$ cat config.mk
export PLATFORM = sky130hd
export DESIGN_NAME = terminal_escape_sequence_splitter
export DESIGN_NICKNAME = d
export VERILOG_FILES = /design/src/tess_pkg.sv /design/src/tess_front.sv /design/src/tess_fifo.sv /design/src/tess_back.sv /design/src/terminal_escape_sequence_splitter.sv
export SDC_FILE = /design/constraint.sdc
export NUM_CORES = 1
export LEC_CHECK = 0
export BUFFER_PORTS_ARGS = -buffer_cell sky130_fd_sc_hd__buf_4
export CORE_ASPECT_RATIO = 1.4
export CORE_MARGIN = 2
export CORE_UTILIZATION = 40
export CTS_BUF_LIST = sky130_fd_sc_hd__clkbuf_2 sky130_fd_sc_hd__clkbuf_4 sky130_fd_sc_hd__clkbuf_8
export CTS_CLUSTER_DIAMETER = 120
export DETAILED_ROUTE_END_ITERATION = 6
export GPL_TIMING_DRIVEN = 0
export PLACE_DENSITY = 0.63
export SETUP_SLACK_MARGIN = 0.3
export SYNTH_ARGS = -nofsm -noshare
export SYNTH_HDL_FRONTEND = slang
export SYNTH_SLANG_ARGS = --single-unit
$ cat constraint.sdc
create_clock -name clk -period 4.5 [get_ports clk]
set_clock_uncertainty 0.15 [all_clocks]
set_input_delay 1.35 -clock clk [delete_from_list [all_inputs] [get_ports clk]]
set_output_delay 1.35 -clock clk [all_outputs]
set_load 0.05 [all_outputs]
$ cat src/tess_pkg.sv
package tess_pkg;

    localparam int BYTE_W = 8;
    localparam int LEN_W  = 4;

    typedef logic [BYTE_W-1:0] byte_t;
    typedef logic [LEN_W-1:0]  len_t;

    // parser phase
    typedef enum logic [2:0]
    {
        PH_IDLE,
        PH_ESC,
        PH_ESC_INTER,
        PH_CSI_PARAM,
        PH_CSI_INTER,
        PH_SS3
    } phase_t;

    typedef enum logic [2:0]
    {
        KIND_SINGLE = 3'd0,
        KIND_ESC    = 3'd1,
        KIND_CSI    = 3'd2,
        KIND_SS3    = 3'd3,
        KIND_ABORT  = 3'd4
    } kind_t;

    typedef enum logic [2:0]
    {
        KEY_OTHER = 3'd0,
        KEY_SPACE = 3'd1,
        KEY_UP    = 3'd2,
        KEY_DOWN  = 3'd3,
        KEY_RIGHT = 3'd4,
        KEY_LEFT  = 3'd5
    } key_t;

    localparam byte_t ESC_CODE    = 8'h1B;
    localparam byte_t CSI_INTRO   = 8'h5B;  // '['
    localparam byte_t SS3_INTRO   = 8'h4F;  // 'O'
    localparam byte_t SPACE_CODE  = 8'h20;
    localparam byte_t INTER_LO    = 8'h20;
    localparam byte_t PARAM_LO    = 8'h30;
    localparam byte_t FINAL_LO    = 8'h40;
    localparam byte_t FINAL_END   = 8'h7F;
    localparam byte_t ARROW_UP    = 8'h41;  // 'A'
    localparam byte_t ARROW_DOWN  = 8'h42;  // 'B'
    localparam byte_t ARROW_RIGHT = 8'h43;  // 'C'
    localparam byte_t ARROW_LEFT  = 8'h44;  // 'D'

    // everything one input byte causes: an optional aborted escape, then an
    // optional finished sequence
    typedef struct packed
    {
        logic  abort_valid;
        len_t  abort_len;
        byte_t abort_end;
        logic  main_valid;
        len_t  main_len;
        kind_t main_kind;
        key_t  main_key;
        byte_t main_end;
    } rec_t;

endpackage

$ cat src/tess_front.sv
module tess_front #(
    parameter int MAX_SEQ_BYTES = 8
) (
    input  logic             clk,
    input  logic             rst_n,
    input  logic             take,
    input  tess_pkg::byte_t  byte_in,
    output logic             rec_valid,
    output tess_pkg::rec_t   rec
);

    tess_pkg::phase_t phase_reg, phase_next;
    tess_pkg::len_t   cnt_reg, cnt_next;
    tess_pkg::byte_t  newest_reg, newest_next;

    logic             extend;
    logic             finish;
    logic             pending;
    tess_pkg::phase_t ext_phase;
    tess_pkg::kind_t  fin_kind;
    tess_pkg::key_t   fin_key;
    tess_pkg::key_t   arrow_key;
    logic             is_inter;
    logic             is_param;
    logic             is_final_esc;
    logic             is_final_csi;
    tess_pkg::len_t   grow_cnt;
    tess_pkg::len_t   fin_len;

    always_comb
    begin
        is_inter     = (byte_in >= tess_pkg::INTER_LO) && (byte_in < tess_pkg::PARAM_LO);
        is_param     = (byte_in >= tess_pkg::PARAM_LO) && (byte_in < tess_pkg::FINAL_LO);
        is_final_esc = (byte_in >= tess_pkg::PARAM_LO) && (byte_in < tess_pkg::FINAL_END);
        is_final_csi = (byte_in >= tess_pkg::FINAL_LO) && (byte_in < tess_pkg::FINAL_END);

        grow_cnt = (cnt_reg < tess_pkg::LEN_W'(MAX_SEQ_BYTES)) ?
                   cnt_reg + tess_pkg::LEN_W'(1) : tess_pkg::LEN_W'(MAX_SEQ_BYTES);
        fin_len  = (cnt_reg >= tess_pkg::LEN_W'(MAX_SEQ_BYTES - 1)) ?
                   tess_pkg::LEN_W'(MAX_SEQ_BYTES) : cnt_reg + tess_pkg::LEN_W'(1);

        case (byte_in)
            tess_pkg::ARROW_UP:    arrow_key = tess_pkg::KEY_UP;
            tess_pkg::ARROW_DOWN:  arrow_key = tess_pkg::KEY_DOWN;
            tess_pkg::ARROW_RIGHT: arrow_key = tess_pkg::KEY_RIGHT;
            tess_pkg::ARROW_LEFT:  arrow_key = tess_pkg::KEY_LEFT;
            default:               arrow_key = tess_pkg::KEY_OTHER;
        endcase

        extend    = 1'b0;
        finish    = 1'b0;
        pending   = 1'b0;
        ext_phase = phase_reg;
        fin_kind  = tess_pkg::KIND_ESC;
        fin_key   = tess_pkg::KEY_OTHER;

        unique case (phase_reg)
            tess_pkg::PH_ESC:
            begin
                pending = 1'b1;
                if (byte_in == tess_pkg::CSI_INTRO)
                begin
                    extend    = 1'b1;
                    ext_phase = tess_pkg::PH_CSI_PARAM;
                end
                else if (byte_in == tess_pkg::SS3_INTRO)
                begin
                    extend    = 1'b1;
                    ext_phase = tess_pkg::PH_SS3;
                end
                else if (is_inter)
                begin
                    extend    = 1'b1;
                    ext_phase = tess_pkg::PH_ESC_INTER;
                end
                else if (is_final_esc)
                begin
                    finish = 1'b1;
                end
            end
            tess_pkg::PH_ESC_INTER:
            begin
                pending = 1'b1;
                if (is_inter)
                    extend = 1'b1;
                else if (is_final_esc)
                    finish = 1'b1;
            end
            tess_pkg::PH_CSI_PARAM,
            tess_pkg::PH_CSI_INTER:
            begin
                pending = 1'b1;
                if ((phase_reg == tess_pkg::PH_CSI_PARAM) && is_param)
                begin
                    extend = 1'b1;
                end
                else if (is_inter)
                begin
                    extend    = 1'b1;
                    ext_phase = tess_pkg::PH_CSI_INTER;
                end
                else if (is_final_csi)
                begin
                    finish   = 1'b1;
                    fin_kind = tess_pkg::KIND_CSI;
                    // arrows only for exactly ESC '[' letter
                    if ((phase_reg == tess_pkg::PH_CSI_PARAM) &&
                        (cnt_reg == tess_pkg::LEN_W'(2)))
                        fin_key = arrow_key;
                end
            end
            tess_pkg::PH_SS3:
            begin
                pending = 1'b1;
                if (is_final_esc)
                begin
                    finish   = 1'b1;
                    fin_kind = tess_pkg::KIND_SS3;
                end
            end
            default:
            begin
                pending = 1'b0;
            end
        endcase

        rec             = '0;
        rec.main_kind   = tess_pkg::KIND_SINGLE;
        rec.main_key    = tess_pkg::KEY_OTHER;
        phase_next      = tess_pkg::PH_IDLE;
        cnt_next        = '0;
        newest_next     = '0;

        if (extend)
        begin
            phase_next  = ext_phase;
            cnt_next    = grow_cnt;
            newest_next = byte_in;
        end
        else if (finish)
        begin
            rec.main_valid = 1'b1;
            rec.main_len   = fin_len;
            rec.main_kind  = fin_kind;
            rec.main_key   = fin_key;
            rec.main_end   = byte_in;
        end
        else
        begin
            // breaking byte closes the escape, then starts afresh
            rec.abort_valid = pending;
            rec.abort_len   = cnt_reg;
            rec.abort_end   = newest_reg;
            if (byte_in == tess_pkg::ESC_CODE)
            begin
                phase_next  = tess_pkg::PH_ESC;
                cnt_next    = tess_pkg::LEN_W'(1);
                newest_next = byte_in;
            end
            else
            begin
                rec.main_valid = 1'b1;
                rec.main_len   = tess_pkg::LEN_W'(1);
                rec.main_kind  = tess_pkg::KIND_SINGLE;
                rec.main_key   = (byte_in == tess_pkg::SPACE_CODE) ?
                                 tess_pkg::KEY_SPACE : tess_pkg::KEY_OTHER;
                rec.main_end   = byte_in;
            end
        end

        rec_valid = take && (rec.abort_valid || rec.main_valid);
    end

    always_ff @(posedge clk or negedge rst_n)
    begin
        if (!rst_n)
        begin
            phase_reg  <= tess_pkg::PH_IDLE;
            cnt_reg    <= '0;
            newest_reg <= '0;
        end
        else if (take)
        begin
            phase_reg  <= phase_next;
            cnt_reg    <= cnt_next;
            newest_reg <= newest_next;
        end
    end

    a_cnt_bound: assert property (@(posedge clk) disable iff (!rst_n)
        cnt_reg <= tess_pkg::LEN_W'(MAX_SEQ_BYTES))
        else $error("pending count beyond maximum");

    a_idle_clear: assert property (@(posedge clk) disable iff (!rst_n)
        (phase_reg == tess_pkg::PH_IDLE) |-> (cnt_reg == '0))
        else $error("idle parser holds a pending count");

endmodule

$ cat src/tess_fifo.sv
module tess_fifo #(
    parameter int DEPTH = 4
) (
    input  logic            clk,
    input  logic            rst_n,
    input  logic            wr_en,
    input  tess_pkg::rec_t  wr_data,
    output logic            full,
    input  logic            rd_en,
    output logic            rd_valid,
    output tess_pkg::rec_t  rd_data
);

    localparam int PTR_W = (DEPTH > 1) ? $clog2(DEPTH) : 1;
    localparam int CNT_W = $clog2(DEPTH + 1);

    tess_pkg::rec_t   mem_reg [DEPTH];
    logic [PTR_W-1:0] wr_ptr_reg, wr_ptr_next;
    logic [PTR_W-1:0] rd_ptr_reg, rd_ptr_next;
    logic [CNT_W-1:0] count_reg, count_next;
    logic             do_wr;
    logic             do_rd;

    always_comb
    begin
        full     = (count_reg == CNT_W'(DEPTH));
        rd_valid = (count_reg != '0);
        rd_data  = mem_reg[rd_ptr_reg];
        do_wr    = wr_en && !full;
        do_rd    = rd_en && rd_valid;

        wr_ptr_next = wr_ptr_reg;
        rd_ptr_next = rd_ptr_reg;
        if (do_wr)
            wr_ptr_next = (wr_ptr_reg == PTR_W'(DEPTH - 1)) ? '0 : wr_ptr_reg + PTR_W'(1);
        if (do_rd)
            rd_ptr_next = (rd_ptr_reg == PTR_W'(DEPTH - 1)) ? '0 : rd_ptr_reg + PTR_W'(1);

        count_next = count_reg;
        if (do_wr && !do_rd)
            count_next = count_reg + CNT_W'(1);
        else if (do_rd && !do_wr)
            count_next = count_reg - CNT_W'(1);
    end

    always_ff @(posedge clk or negedge rst_n)
    begin
        if (!rst_n)
        begin
            wr_ptr_reg <= '0;
            rd_ptr_reg <= '0;
            count_reg  <= '0;
        end
        else
        begin
            wr_ptr_reg <= wr_ptr_next;
            rd_ptr_reg <= rd_ptr_next;
            count_reg  <= count_next;
        end
    end

    always_ff @(posedge clk)
    begin
        if (do_wr)
            mem_reg[wr_ptr_reg] <= wr_data;
    end

    a_no_overflow: assert property (@(posedge clk) disable iff (!rst_n)
        wr_en |-> !full)
        else $error("record written into a full queue");

endmodule

$ cat src/tess_back.sv
module tess_back (
    input  logic            clk,
    input  logic            rst_n,
    input  logic            q_valid,
    input  tess_pkg::rec_t  q_rec,
    output logic            q_pop,
    output logic            empty,
    input  logic            pop,
    output logic [3:0]      seq_length,
    output logic [2:0]      seq_kind,
    output logic [2:0]      key_code,
    output logic [7:0]      end_byte,
    output logic            last_of_run
);

    tess_pkg::rec_t rec_reg, rec_next;
    logic           valid_reg, valid_next;
    logic           half_reg, half_next;
    logic           show_abort;
    logic           taken;
    logic           done;

    always_comb
    begin
        show_abort = rec_reg.abort_valid && !half_reg;
        taken      = valid_reg && pop;
        done       = taken && !(show_abort && rec_reg.main_valid);
        q_pop      = q_valid && (!valid_reg || done);
        empty      = !valid_reg;

        if (show_abort)
        begin
            seq_length  = rec_reg.abort_len;
            seq_kind    = tess_pkg::KIND_ABORT;
            key_code    = tess_pkg::KEY_OTHER;
            end_byte    = rec_reg.abort_end;
            last_of_run = !rec_reg.main_valid;
        end
        else
        begin
            seq_length  = rec_reg.main_len;
            seq_kind    = rec_reg.main_kind;
            key_code    = rec_reg.main_key;
            end_byte    = rec_reg.main_end;
            last_of_run = 1'b1;
        end

        rec_next   = rec_reg;
        valid_next = valid_reg;
        half_next  = half_reg;
        if (q_pop)
        begin
            rec_next   = q_rec;
            valid_next = 1'b1;
            half_next  = 1'b0;
        end
        else if (done)
        begin
            valid_next = 1'b0;
            half_next  = 1'b0;
        end
        else if (taken)
        begin
            half_next = 1'b1;
        end
    end

    always_ff @(posedge clk or negedge rst_n)
    begin
        if (!rst_n)
        begin
            valid_reg <= 1'b0;
            half_reg  <= 1'b0;
        end
        else
        begin
            valid_reg <= valid_next;
            half_reg  <= half_next;
        end
    end

    always_ff @(posedge clk)
    begin
        rec_reg <= rec_next;
    end

    a_half_legal: assert property (@(posedge clk) disable iff (!rst_n)
        half_reg |-> (valid_reg && rec_reg.abort_valid && rec_reg.main_valid))
        else $error("second half flagged on a record without two results");

    a_second_follows: assert property (@(posedge clk) disable iff (!rst_n)
        (valid_reg && pop && show_abort && rec_reg.main_valid) |=>
        (valid_reg && half_reg))
        else $error("main result lost after aborted escape");

endmodule

$ cat src/terminal_escape_sequence_splitter.sv
// path: a byte's record is written into the record queue, then loaded into the output register
// throughput: one byte per cycle at the input while full is low, one result per cycle
//   at the output while pop is high; an escape-breaking byte's two results show in turn
// a four-deep record queue lets the parser run on while the result side is stalled
// reset (rst_n low, asynchronous) returns the parser to idle and empties queue and output
module terminal_escape_sequence_splitter #(
    parameter int MAX_SEQ_BYTES = 8,
    parameter int QUEUE_DEPTH   = 4
) (
    input  logic       clk,
    input  logic       rst_n,
    // input side, queue-like: push / full
    input  logic       push,
    output logic       full,
    input  logic [7:0] byte_in,
    // result side, queue-like: empty / pop
    output logic       empty,
    input  logic       pop,
    output logic [3:0] seq_length,
    output logic [2:0] seq_kind,
    output logic [2:0] key_code,
    output logic [7:0] end_byte,
    output logic       last_of_run
);

    // a transaction on the input side happens when push is high and full low
    logic           take;
    logic           rec_valid;
    tess_pkg::rec_t rec;
    logic           q_valid;
    logic           q_pop;
    tess_pkg::rec_t q_rec;

    assign take = push && !full;

    // front: escape parser, one byte per cycle while full is low, emits one record per byte
    // that yields any result (a pure extension of an escape yields none)
    tess_front #(
        .MAX_SEQ_BYTES (MAX_SEQ_BYTES)
    ) u_front (
        .clk       (clk),
        .rst_n     (rst_n),
        .take      (take),
        .byte_in   (byte_in),
        .rec_valid (rec_valid),
        .rec       (rec)
    );

    // queue between parser and result side; full stalls the input side
    tess_fifo #(
        .DEPTH (QUEUE_DEPTH)
    ) u_fifo (
        .clk      (clk),
        .rst_n    (rst_n),
        .wr_en    (rec_valid),
        .wr_data  (rec),
        .full     (full),
        .rd_en    (q_pop),
        .rd_valid (q_valid),
        .rd_data  (q_rec)
    );

    // back: output register, splits a record into its one or two results
    tess_back u_back (
        .clk         (clk),
        .rst_n       (rst_n),
        .q_valid     (q_valid),
        .q_rec       (q_rec),
        .q_pop       (q_pop),
        .empty       (empty),
        .pop         (pop),
        .seq_length  (seq_length),
        .seq_kind    (seq_kind),
        .key_code    (key_code),
        .end_byte    (end_byte),
        .last_of_run (last_of_run)
    );

endmodule

# Word level (Yosys, flattened, before mapping)
# Memory sizes are Yosys's and may differ from the RTL's. A register that Yosys moved wholly into a read port is not among the register bits.
# Cells that the tools add are included.
[op_classes] n_addsub=5 magnitude_cmp=8 eq_ne=21 mux=63 reduce_logical=33
[op_table] operator="3-bit two-way mux" n=18
[op_table] operator="8-bit by 7-bit equality test with 1-bit output, second input constant" n=6
[op_table] operator="19-bit two-way mux" n=2
[op_table] operator="32-bit two-way mux" n=1
[op_table] operator="8-bit two-way mux" n=4
[op_table] operator="1-bit two-way mux" n=23
[op_table] operator="4-bit two-way mux" n=5
[op_table] operator="1-bit logical AND" n=17
[op_table] operator="8-bit by 6-bit greater-or-equal comparator with 1-bit output, second input constant" n=2
[op_table] operator="8-bit by 7-bit < comparator with 1-bit output, second input constant" n=2
[op_table] operator="13-bit two-way mux" n=1
[op_table] operator="3-bit one-hot mux with 2 select lines" n=2
[op_table] operator="3-bit one-hot mux with 4 select lines" n=1
[op_table] operator="3-bit equality test, second input constant" n=3
[op_table] operator="3-bit != test, second input constant" n=3
[op_table] operator="8-bit by 5-bit equality test with 1-bit output, second input constant" n=1
[op_table] operator="8-bit by 6-bit equality test with 1-bit output, second input constant" n=1
[op_table] operator="8-bit by 7-bit greater-or-equal comparator with 1-bit output, second input constant" n=1
[op_table] operator="8-bit by 6-bit < comparator with 1-bit output, second input constant" n=1
[op_table] operator="2-bit two-way mux" n=4
[op_table] operator="1-bit logical NOT" n=7
[op_table] operator="3-bit by 2-bit equality test with 1-bit output, second input constant" n=2
[op_table] operator="3-bit nonzero test" n=2
[op_table] operator="5-bit != test, second input constant" n=1
[op_table] operator="other kinds (16)" n=20
[totals] reg_bits=24 ram_bits=128 in_bits=12 output_inout_bits=21 word_cells=139 n_memories=1
[mem_list] name="u_fifo.mem_reg" depth=4 word_bits=32 read_ports=1 rd_ports_with_merged_regs=1 wr=1 line="tess_fifo.sv:17" source="tess_pkg::rec_t mem_reg [DEPTH];"

# Logic depth before layout (Yosys ltp)
[depth] word_depth=16 ltp_mapped=12 ltp_nobuf=11

# Modules after synthesis
# A second synthesis with hierarchy kept.
[hier_totals] cells_unflattened=435 hier_area_um2=7802.5
[by_module_without_submodules] mod="tess_fifo" instances=1 cells_per_inst=205 area_each_um2=5124.9 seq_area_each_um2=4018.9
[by_module_without_submodules] mod="tess_front" instances=1 cells_per_inst=164 area_each_um2=1376.3 seq_area_each_um2=375.4
[by_module_without_submodules] mod="tess_back" instances=1 cells_per_inst=65 area_each_um2=1287.5 seq_area_each_um2=1011.0
[by_module_without_submodules] mod="terminal_escape_sequence_splitter" instances=1 cells_per_inst=1 area_each_um2=13.8 seq_area_each_um2=0.0

# Least setup slack after synthesis
# Ideal clock, no wire load.
[synth_path] path_kind="input port to flip-flop" from="input pop" to="register u_fifo.count_reg[1]" setup_time_ns=0.125 arrival_ns=4.244 setup_slack_ns=-0.019 path_stages=7 path_buffers=0 path_cell_list="nand2_1 -> a21oi_1 -> inv_1 -> ha_1 -> inv_1 -> fa_1 -> mux2_2"
[synth_via] elab_chain_len=8 word_cells_on_any_way=10
[synth_rtl] element="start: declaration" line="terminal_escape_sequence_splitter.sv:18" source="input logic pop,"
[synth_rtl] element="1-bit logical AND" line="tess_back.sv:26" source="taken = valid_reg && pop;"
[synth_rtl] element="1-bit logical AND" line="tess_back.sv:27" source="done = taken && !(show_abort && rec_reg.main_valid);"
[synth_rtl] element="1-bit logical OR" line="tess_back.sv:28" source="q_pop = q_valid && (!valid_reg || done);"
[synth_rtl] element="1-bit logical AND" line="tess_back.sv:28"
[synth_rtl] element="named net q_pop" line="terminal_escape_sequence_splitter.sv:31" source="logic q_pop;"
[synth_rtl] element="1-bit logical AND" line="tess_fifo.sv:30" source="do_rd = rd_en && rd_valid;"
[synth_rtl] element="1-bit logical NOT" line="tess_fifo.sv:40" source="if (do_wr && !do_rd)"
[synth_rtl] element="1-bit logical AND" line="tess_fifo.sv:40"
[synth_rtl] element="3-bit two-way mux" line="tess_fifo.sv:40"
[synth_rtl] element="named net u_fifo.count_next[1]" line="tess_fifo.sv:20" source="logic [CNT_W-1:0] count_reg, count_next;"
[synth_rtl] element="end signal: assignment" line="tess_fifo.sv:58" source="count_reg <= count_next;"
[synth_rtl] element="end: declaration" line="tess_fifo.sv:20"
# The timed path passes the listed nets, and every way through them passes these cells.
# A chain may end at the register's enable or synchronous reset.

# Final worst setup path
[layout_path] from="register u_back.half_reg" to="output seq_length[2]"
[layout_via] elab_chain_len=3
[layout_rtl] element="start: declaration" line="tess_back.sv:18" source="logic half_reg, half_next;"
[layout_rtl] element="start signal: assignment" line="tess_back.sv:78" source="half_reg <= half_next;"
[layout_rtl] element="1-bit logical NOT" line="tess_back.sv:25" source="show_abort = rec_reg.abort_valid && !half_reg;"
[layout_rtl] element="1-bit logical AND" line="tess_back.sv:25"
[layout_rtl] element="named net u_back.show_abort" line="tess_back.sv:19" source="logic show_abort;"
[layout_rtl] element="4-bit two-way mux" line="tess_back.sv:31" source="if (show_abort)"
[layout_rtl] element="end: declaration" line="terminal_escape_sequence_splitter.sv:19" source="output logic [3:0] seq_length,"
# The timed path passes the listed nets, and every way through them passes these cells.

==> flow_summary.ini <==
[layout]
area_growth_pct = 12.9
final_cell_mix = edfxtp_1, buf_4, mux4_2, dfrtp_1, nor2_1
final_util_pct = 46.3
largest_register_ffs = 124
fill_cells = 1558
layout.nets = 501
drive_gt1_share_pct = 27.2
final_common_cell = edfxtp_1
multi_input_area_mm2 = 0.00200
regArea_mm2 = 0.00526
diodes = 0

[synthesis]
ys_seq_elements = 179
synth_area_mm2 = 0.00741
synth_top_area_cell = edfxtp_1
synth.avg_cell_area_um2 = 17.2
yosysSeqAreaShare_pct = 71.0
postSynthCellCount = 430
synthTopCellsByArea = edfxtp_1, mux4_2, dfrtp_1
synth_top_cell_area_share_pct = 62.8
yosys.cell_types.count = 50
yosysWarningCount = 0
mappedNetlistNets = 452

[critical_path]
cp_data_arrival_time_ns = 2.28
r2r-start = u_back.rec_reg[31]$_DFFE_PP_
path_class = register to output port
crit_required_ns = 3.00
cp-startpoint = u_back.half_reg$_DFFE_PN0P_
crit_path_start_kind = register
cp_max_fo = 10
end_kind = output port

[pwr]
clockPowerShare_pct = 20.2
intPower_mw = 3.60
cellLeakagePower_nw = 2.95
ir_drop_mv = 0.268
power_frac_seq_pct = 44.7
power_density_mw_per_mm2 = 663
switching_power_mw = 1.95
swShare_pct = 35.2
combPwrFrac_pct = 35.1

[place]
dp_hpwl_um = 9330
portBuffers = 29
place_congestion = 0.876

[timing]
holdWs_ns = 0.334
rsz0062_at_grt = no
setup_viol = 0
drv_slew = 0
fmax_mhz = 264
fin_crit_ns = 3.78
timing.slew.headroom_pct = 39.2
final-hold-violation-count = 0
worst_pin_slew_ns = 0.912
finalCritPeriodShare_pct = 84.0

[clock_network]
clkSinkCount = 179
cts_tree = done
clockBufferDepth = 2
htree_levels = 4
cts_hold_buf = 0
cts_root_buf = clkbuf_8
clk_pin_slew_ns = 0.10
insertion_delay_ns = 0.45
cts-buffers-inserted = 17

[grt]
antenna_found_initial = 0
grt_max_degree = 32
grtUsageTotal_pct = 15.8
grt_pass1_vias = 4152
grt_pass1_wl_um = 22800
grt-ovfl-total = 0

[routing]
firstDrtPassIters = 7
ant_nets = 0
routed-via-count = 3855
via_per_inst = 5.27
drt_iter0_drc = 291
drt-total-wl_um = 14400
wl_per_cell_um = 19.7
drcViolationCount = 0

[floorplanning]
die_area_mm2 = 0.0196
rows = 58
die_h_um = 165
initial_core_util_pct = 41.0
die_width_um = 119
ios = 33
coreArea_mm2 = 0.0181

[hold_path]
hold_class = register to register
hold_start = u_front.newest_reg[2]$_DFFE_PN0P_

[outcome]
outcome = finished clean

[flow_run]
cap_violations = 0
==> per-layer routing <==
layer,GRT usage (%),share of wire (%),up-vias
li1,-,-,1771
met4,6.82,1.8,0
met3,3.21,2.9,16
met1,17.6,40,1972
met5,0,0,-
met2,29.2,56,96
==> power by group through the flow <==
stage | registers [mW] | clock network (mW) | logic (mW)
CTS | 2.49 | 1.14 | 2.00
finish | 2.48 | 1.12 | 1.95
global route | 2.53 | 1.21 | 2.09
global placement | 2.51 | 0 | 1.93
floorplan | 2.48 | 0 | 1.42
detailed placement | 2.52 | 0 | 1.99
==> synth_stat cells (all sizes together) <==
cell type,number
edfxtp,155
mux4,31
dfrtp,24
nor2,20
and3,19
mux2,17
nand2,16
buf,14
nor3,13
and2,12
clkbuf,12
ha,9
nor2b,9
o21ai,8
a21oi,7
inv,7
nand2b,7
nor3b,5
o31ai,4
xnor2,4
xor2,4
nand4,3
a211o,2
a211oi,2
a21o,2
a31oi,2
nand3,2
nor4,2
nor4b,2
o311a,2
or3,2
a22o,1
a311oi,1
a41o,1
and4,1
fa,1
nand3b,1
nand4b,1
o211a,1
o21a,1
o31a,1
o41ai,1
or2,1
==> cell type report <==
| class | instances | share of cell area, % |
|---|---|---|
| Clock inverter | 15 | 2.00 |
| Timing Repair Buffer | 30 | 2.84 |
| Buffer | 26 | 1.68 |
| Inverter | 7 | 0.314 |
| Clock buffer | 17 | 2.80 |
| Tap cell | 240 | 3.59 |
| Multi-Input combinational cell | 218 | 23.9 |
| Sequential cell | 179 | 62.8 |
==> what timing repair did <==
action,in CTS,in global routing
endpoints found under the setup margin,6,0
gates resized for setup,2,0
setup buffers,0,0
==> stage by stage <==
| stage | setup WS, ns | area [µm²] | power, mW | std cells | setup TNS (ns) |
|---|---|---|---|---|---|
| detailed placement | 0.513 | 7960 | 4.52 | 700 | 0 |
| floorplan | 0.739 | 7410 | 3.89 | 430 | 0 |
| finish | 0.719 | 8360 | 5.55 | 732 | 0 |
| global placement | -0.0359 | 7930 | 4.44 | 699 | -3.29 |
| CTS | 0.604 | 8360 | 5.63 | 732 | 0 |
| global route | 0.505 | 8360 | 5.83 | 732 | 0 |
==> critical path: stages (launching register included) <==
cell and delay (ns):
dfrtp_1 0.41, nor2b_1 0.12, clkbuf_2 0.35, clkbuf_2 0.38, mux2_2 0.38, buf_4 0.19
==> worst paths after layout <==
kind / slack, ns / depth (start not counted) / to
max: 0.72 / 5 / seq_length[2]
min: 0.33 / 2 / u_front.newest_reg[2]$_DFFE_PN0P_
max reg2reg: 1.62 / 10 / u_fifo.count_reg[1]$_DFFE_PN0P_
min reg2reg: 0.33 / 2 / u_front.newest_reg[2]$_DFFE_PN0P_
max in group asynchronous: 3.27 / 1 / u_front.cnt_reg[3]$_DFFE_PN0P_
min in group asynchronous: 0.63 / 1 / u_fifo.count_reg[0]$_DFFE_PN0P_
==> kinds of logic after synthesis <==
| kind of cell | count (synthesis) | synth area share [%] |
|---|---|---|
| buffers and inverters | 33 | 2.21 |
| AND/OR/NAND/NOR | 116 | 8.72 |
| adder cells (fa/ha/maj) | 10 | 1.79 |
| XOR/XNOR | 8 | 0.946 |
| multiplexers | 48 | 12.0 |
| flip-flops | 179 | 71.0 |
| AO/OA/AOI/OAI | 36 | 3.36 |
Note: power is estimated with default switching activity, not from simulation.
